**src/assert_macros.svh**
```systemverilog
// Assertion helpers shared by the front, queue and back-end RTL modules.
`ifndef ASSERT_MACROS_SVH
`define ASSERT_MACROS_SVH

// Property must hold at every clock edge outside reset.
`define PRPM_ASSERT(label, prop, msg) \
	label: assert property (@(posedge clk) disable iff (!arst_n) prop) \
		else $error(msg);

// Condition must never be seen outside reset.
`define PRPM_NEVER(label, cond, msg) \
	label: assert property (@(posedge clk) disable iff (!arst_n) !(cond)) \
		else $error(msg);

`endif

```
**src/prpm_pkg.sv**
```systemverilog
`default_nettype none
package prpm_pkg;
	localparam int MAX_SAMPLES = 1024;
	localparam int CNT_W = $clog2(MAX_SAMPLES + 1);
	localparam int SAMPLE_W = 32;
	localparam int SUM_W = 64;
	localparam int Q31_W = 31;
	localparam int VGAIN_W = 19;
	localparam int CGAIN_W = 14;
	localparam int VMV_W = 21;
	localparam int CMA_W = 16;
	localparam int ACT_W = 39;
	localparam int APP_W = 38;
	localparam int PF_W = 11;
	localparam int GAIN_SHIFT = 29;
	localparam int PF_SCALE = 1000;
	localparam int FIFO_DEPTH = 2;
	localparam int LVL_W = $clog2(FIFO_DEPTH + 1);
	localparam int PTR_W = (FIFO_DEPTH > 1) ? $clog2(FIFO_DEPTH) : 1;
	localparam int CFG_IDX_W = 1;
	localparam int CFG_DATA_W = 19;
	localparam int DIVISOR_W = 38;
	localparam int DIV_STEPS = 64;
	localparam int DIV_CNT_W = $clog2(DIV_STEPS);
	localparam int SQ_STEPS = 31;
	localparam int SQ_CNT_W = $clog2(SQ_STEPS);

	localparam logic [VGAIN_W-1:0] VGAIN_RST = 19'd325269;
	localparam logic [CGAIN_W-1:0] CGAIN_RST = 14'd8485;

	typedef enum logic [CFG_IDX_W-1:0] {
		REG_VGAIN = 1'b0,
		REG_CGAIN = 1'b1
	} cfg_reg_t;

	typedef struct packed {
		logic [SUM_W-1:0] vsum;
		logic [SUM_W-1:0] isum;
		logic [SUM_W-1:0] psum;
		logic [CNT_W-1:0] n;
	} window_t;

	typedef struct packed {
		logic [LVL_W-1:0] level;
		logic             empty;
		logic             full;
	} fifo_stat_t;

	function automatic logic [Q31_W-1:0] sat_q31(input logic [SUM_W-1:0] quot);
		logic [Q31_W-1:0] r;
		if (quot[SUM_W-1] | quot[SUM_W-2]) begin
			r = '1;
		end else begin
			r = quot[SUM_W-3:Q31_W];
		end
		return r;
	endfunction
endpackage
`default_nettype wire

```
**src/prpm_fifo.sv**
```systemverilog
`default_nettype none
`include "assert_macros.svh"
module prpm_fifo (
	input  wire                  clk,
	input  wire                  arst_n,
	input  wire                  push,
	input  prpm_pkg::window_t    push_data,
	input  wire                  pop,
	output logic                 pop_valid,
	output prpm_pkg::window_t    pop_data,
	output prpm_pkg::fifo_stat_t stat
);
	prpm_pkg::window_t              mem_q [prpm_pkg::FIFO_DEPTH];
	logic [prpm_pkg::PTR_W-1:0]     wr_q;
	logic [prpm_pkg::PTR_W-1:0]     rd_q;
	logic [prpm_pkg::LVL_W-1:0]     level_q;

	function automatic logic [prpm_pkg::PTR_W-1:0] bump(input logic [prpm_pkg::PTR_W-1:0] p);
		logic [prpm_pkg::PTR_W-1:0] r;
		if (p == prpm_pkg::PTR_W'(prpm_pkg::FIFO_DEPTH - 1)) begin
			r = '0;
		end else begin
			r = p + prpm_pkg::PTR_W'(1);
		end
		return r;
	endfunction

	always_ff @(posedge clk) begin
		if (push) begin
			mem_q[wr_q] <= push_data;
		end
	end

	always_ff @(posedge clk or negedge arst_n) begin
		if (!arst_n) begin
			wr_q    <= '0;
			rd_q    <= '0;
			level_q <= '0;
		end else begin
			if (push) begin
				wr_q <= bump(wr_q);
			end
			if (pop) begin
				rd_q <= bump(rd_q);
			end
			if (push && !pop) begin
				level_q <= level_q + prpm_pkg::LVL_W'(1);
			end else if (pop && !push) begin
				level_q <= level_q - prpm_pkg::LVL_W'(1);
			end
		end
	end

	assign pop_valid  = level_q != '0;
	assign pop_data   = mem_q[rd_q];
	assign stat.level = level_q;
	assign stat.empty = level_q == '0;
	assign stat.full  = level_q == prpm_pkg::LVL_W'(prpm_pkg::FIFO_DEPTH);

	`PRPM_NEVER(a_pop_empty, pop && stat.empty, "pop from empty queue")
	`PRPM_ASSERT(a_level_bound, level_q <= prpm_pkg::LVL_W'(prpm_pkg::FIFO_DEPTH), "queue level overrun")
endmodule
`default_nettype wire

```
**config.mk**
```make
export PLATFORM = sky130hd
export DESIGN_NAME = prpm_fifo
export DESIGN_NICKNAME = d
export VERILOG_FILES = /design/src/prpm_pkg.sv /design/src/prpm_fifo.sv
export VERILOG_INCLUDE_DIRS = /design/src /design/src/src
export SDC_FILE = /design/constraint.sdc
export NUM_CORES = 1
export LEC_CHECK = 0
export ABC_AREA = 1
export BUFFER_PORTS_ARGS = -buffer_cell sky130_fd_sc_hd__buf_2
export CORE_ASPECT_RATIO = 0.9
export CORE_MARGIN = 4
export CORE_UTILIZATION = 50
export DETAILED_ROUTE_END_ITERATION = 16
export GPL_TIMING_DRIVEN = 0
export HOLD_SLACK_MARGIN = 0.08
export PLACE_DENSITY = 0.82
export SYNTH_ARGS = -nofsm -noshare
export SYNTH_HDL_FRONTEND = slang
export SYNTH_SLANG_ARGS = --single-unit
```
**constraint.sdc**
```tcl
create_clock -name clk -period 17.97 [get_ports clk]
set_input_delay 0.8985 -clock clk [delete_from_list [all_inputs] [get_ports clk]]
set_output_delay 0.8985 -clock clk [all_outputs]
set_load 0.05 [all_outputs]
```
==> impl_metrics.csv <==
group,metric,value,unit
timing,period_utilization_post_route,15.9,%
die,placeableCoreArea,0.0303,mm²
drt,1st_iter_drt_viols,315,
pwr,switching_share,39.8,%
synthesis,post_synth_most_frequent_cells,"sky130_fd_sc_hd__edfxtp_1 (406), sky130_fd_sc_hd__mux2_4 (160), sky130_fd_sc_hd__mux2_2 (43)",
synthesis,yosys.area.top_type,"sky130_fd_sc_hd__edfxtp_1",
setup_path,worstPathMaxFanout,10,
die,floorplan.die_area,0.0339,mm²
timing,unrepaired_setup_endpoints_after_global_routing,"no",
synthesis,synth-seq-cells,410,
clock_network,cts_tree,"built",
setup_path,timing.critical_path.arrival,1960,ps
drt,vias,7779,
cells_and_area,syn_to_final_growth,26.5,%
drt,detail_route.drc_violations,0,
outcome,status,"finished, final reports clean",
clock_network,cts-root-buf,"sky130_fd_sc_hd__clkbuf_16",
pwr,seq_power_share,34.7,%
pwr,pwr-share-clk,21.9,%
synthesis,seq_area_frac_synth,79.2,%
pwr,power_density,193,mW/mm²
synthesis,synth.most_common_cell,"sky130_fd_sc_hd__edfxtp_1",
setup_path,worstPathRequired,17070,ps
synthesis,synth.net_count,866,
die,io_pins,415,
drt,drt-wirelength-per-cell,20.6,µm
timing,report.final.hold_viol_count,0,
pwr,pwr-share-comb,43.4,%
timing,final.hold.worst_slack,184,ps
global_route,first_pass_grt_wire_length,48500,µm
pwr,p_int,2.28,mW
setup_path,crit_path_start_kind,"flop",
timing,clock_skew,11.6,ps
global_route,antenna_found_initial,12,
global_route,first_global_vias,8538,
drt,postRouteWirelength,32200,µm
synthesis,ys_dominant_reg_cell,"sky130_fd_sc_hd__edfxtp_1",
global_route,grt_start_max_net_pins,105,
timing,worst_slack,15110,ps
cells_and_area,finish.net_count,1330,
place,gpl.final_weighted_congestion,0.787,
place,port_buffers,414,
flow_run,maxCapViolations,0,
synthesis,mappedNetlistArea,0.0155,mm²
clock_network,clk_pin_slew,60,ps
synthesis,async_flop_share,0.976,%
pwr,vdd_ir_drop_max,0.000141,V
place,place_worst_setup_slack,15150,ps
place,hpwlAfterDp,22800,µm
clock_network,cts.repair.resized,0,
timing,timing.final.crit_period,2860,ps
global_route,overflow,0,
drt,vias_per_cell,4.97,
die,rows,60,
clock_network,clock-sinks,410,
drt,final_antenna_net_count,0,
clock_network,clock_latency,520,ps
die,die_width,194,µm
pwr,power_leakage,7.91,nW
cells_and_area,drive_above_1_share,61.8,%
synthesis,syn_inst,658,
hold_path,worst_min_delay_path_category,"primary input to async pin",
synthesis,synth_top_cells_by_area,"sky130_fd_sc_hd__edfxtp_1 (79%), sky130_fd_sc_hd__mux2_4 (15%), sky130_fd_sc_hd__mux2_2 (3.1%), sky130_fd_sc_hd__buf_6 (1.4%), sky130_fd_sc_hd__dfrtp_1 (0.64%)",
clock_network,post-cts-setup-buffer-count,0,
cells_and_area,fillCellCount,2053,
drt,drt_pass1_iterations,4,
setup_path,critical_path_type,"flop to output port",
synthesis,number_of_synthesized_flops_with_an_enable_pin,406,
die,initial_core_util,51.3,%
synthesis,syn-mean-instance-area,23.6,µm²
timing,timing_max_transition_violations_final,0,
synthesis,yosys_warnings,0,
setup_path,worst_setup_path_end_kind,"output port",
die,dieHeight,175,µm
timing,tightest_slew,806,ps
pwr,switching_power_total,1.51,mW
pwr,total_power,3.78,mW
timing,report.final.setup_viol,0,
synthesis,synth_top_area_share,78.5,%
clock_network,cts_inserted_buffers,40,
timing,maxClockFrequency,349,MHz
clock_network,cts_max_path_buffers,3,
clock_network,holdBufCountCts,0,
timing,maxSlewHeadroom,46.2,%
clock_network,htree_levels,2,
synthesis,post_synth_num_cell_types,14,
timing,finalSetupTns,0,ps
global_route,track_usage,18.3,%
==> area by class of cell <==
cell class | instances | area (µm²) | share of cell area (%)
Sequential cell | 410 | 12300 | 62.6
Clock buffer | 46 | 1050 | 5.37
Antenna cell | 10 | 25.0 | 0.127
Tap cell | 403 | 504 | 2.57
Timing Repair Buffer | 422 | 2250 | 11.5
Clock inverter | 26 | 262 | 1.33
Multi-Input combinational cell | 217 | 2970 | 15.1
Inverter | 8 | 37.5 | 0.191
Buffer | 23 | 234 | 1.19
==> worst max-delay path: stages (launching register included) <==
cell                      delay (ps)
sky130_fd_sc_hd__dfrtp_1         350
sky130_fd_sc_hd__buf_6           130
sky130_fd_sc_hd__buf_6           200
sky130_fd_sc_hd__buf_6           230
sky130_fd_sc_hd__mux2_4          310
sky130_fd_sc_hd__buf_2           220
==> cell families (layout without fill, tap and decap cells) <==
family | Yosys count | in the layout | share of synthesized area, %
and+or+nand+nor | 10 | 10 | 0.266
adders and majority gates | 1 | 1 | 0.0806
DFF | 410 | 410 | 79.2
xor gates and xnor gates | 3 | 3 | 0.169
muxes | 203 | 203 | 18.6
buffers and inverters | 31 | 525 | 1.70
other | 0 | 10 | 0
==> power groups by stage <==
stage	logic, mW	clock network [mW]	registers, mW
after detailed placement	1.66	0	1.33
after global placement	1.62	0	1.41
after CTS	1.66	0.852	1.32
after floorplan	1.29	0	1.38
after global routing	1.71	0.896	1.33
final	1.64	0.829	1.31
==> layer usage <==
metal / GRT usage (%) / wire length (µm) / up-vias
met5: 0 / 28 / -
met4: 7.26 / 1160 / 6
met3: 5.67 / 2680 / 82
met1: 21.1 / 11800 / 3816
met2: 32.2 / 16600 / 316
li1: - / - / 3559
==> flip-flops by register name, indices dropped and copies added, names as in the netlist <==
name     count
level_q      2
rd_q         1
wr_q         1
mem_q      406
==> placed cells by master, fill, tap and decap left out, types with 3 or more instances in the layout <==
cell type	instances
sky130_fd_sc_hd__buf_12	5
sky130_fd_sc_hd__buf_16	3
sky130_fd_sc_hd__buf_2	418
sky130_fd_sc_hd__buf_6	19
sky130_fd_sc_hd__bufinv_16	5
sky130_fd_sc_hd__clkbuf_1	4
sky130_fd_sc_hd__clkbuf_16	41
sky130_fd_sc_hd__clkinv_1	6
sky130_fd_sc_hd__clkinv_2	11
sky130_fd_sc_hd__dfrtp_1	4
sky130_fd_sc_hd__diode_2	10
sky130_fd_sc_hd__edfxtp_1	406
sky130_fd_sc_hd__inv_1	7
sky130_fd_sc_hd__mux2_2	43
sky130_fd_sc_hd__mux2_4	160
sky130_fd_sc_hd__nand2_1	5
==> worst paths after layout <==
path                                 endpoint  cells past startpoint  slack [ps]        from
worst max-delay path             pop_data[69]                      5       15110        rd_q
worst min-delay path               level_q[1]                      1         180      arst_n
worst max register to register  mem_q[0][102]                      4       15800        wr_q
worst min register to register     level_q[1]                      2         530  level_q[1]
max in group asynchronous          level_q[0]                      1       17660      arst_n
min in group clk                   level_q[1]                      2         530  level_q[1]
==> per-stage QoR <==
stage,cells,instance area (µm²),util [%]
finish,1565,19600,64.9
global route,1563,19600,64.9
CTS,1555,19600,64.8
detailed placement,1483,18300,60.5
global placement,1475,18100,59.8
floorplan,658,15500,-
Power figures use the tool's default switching activity.
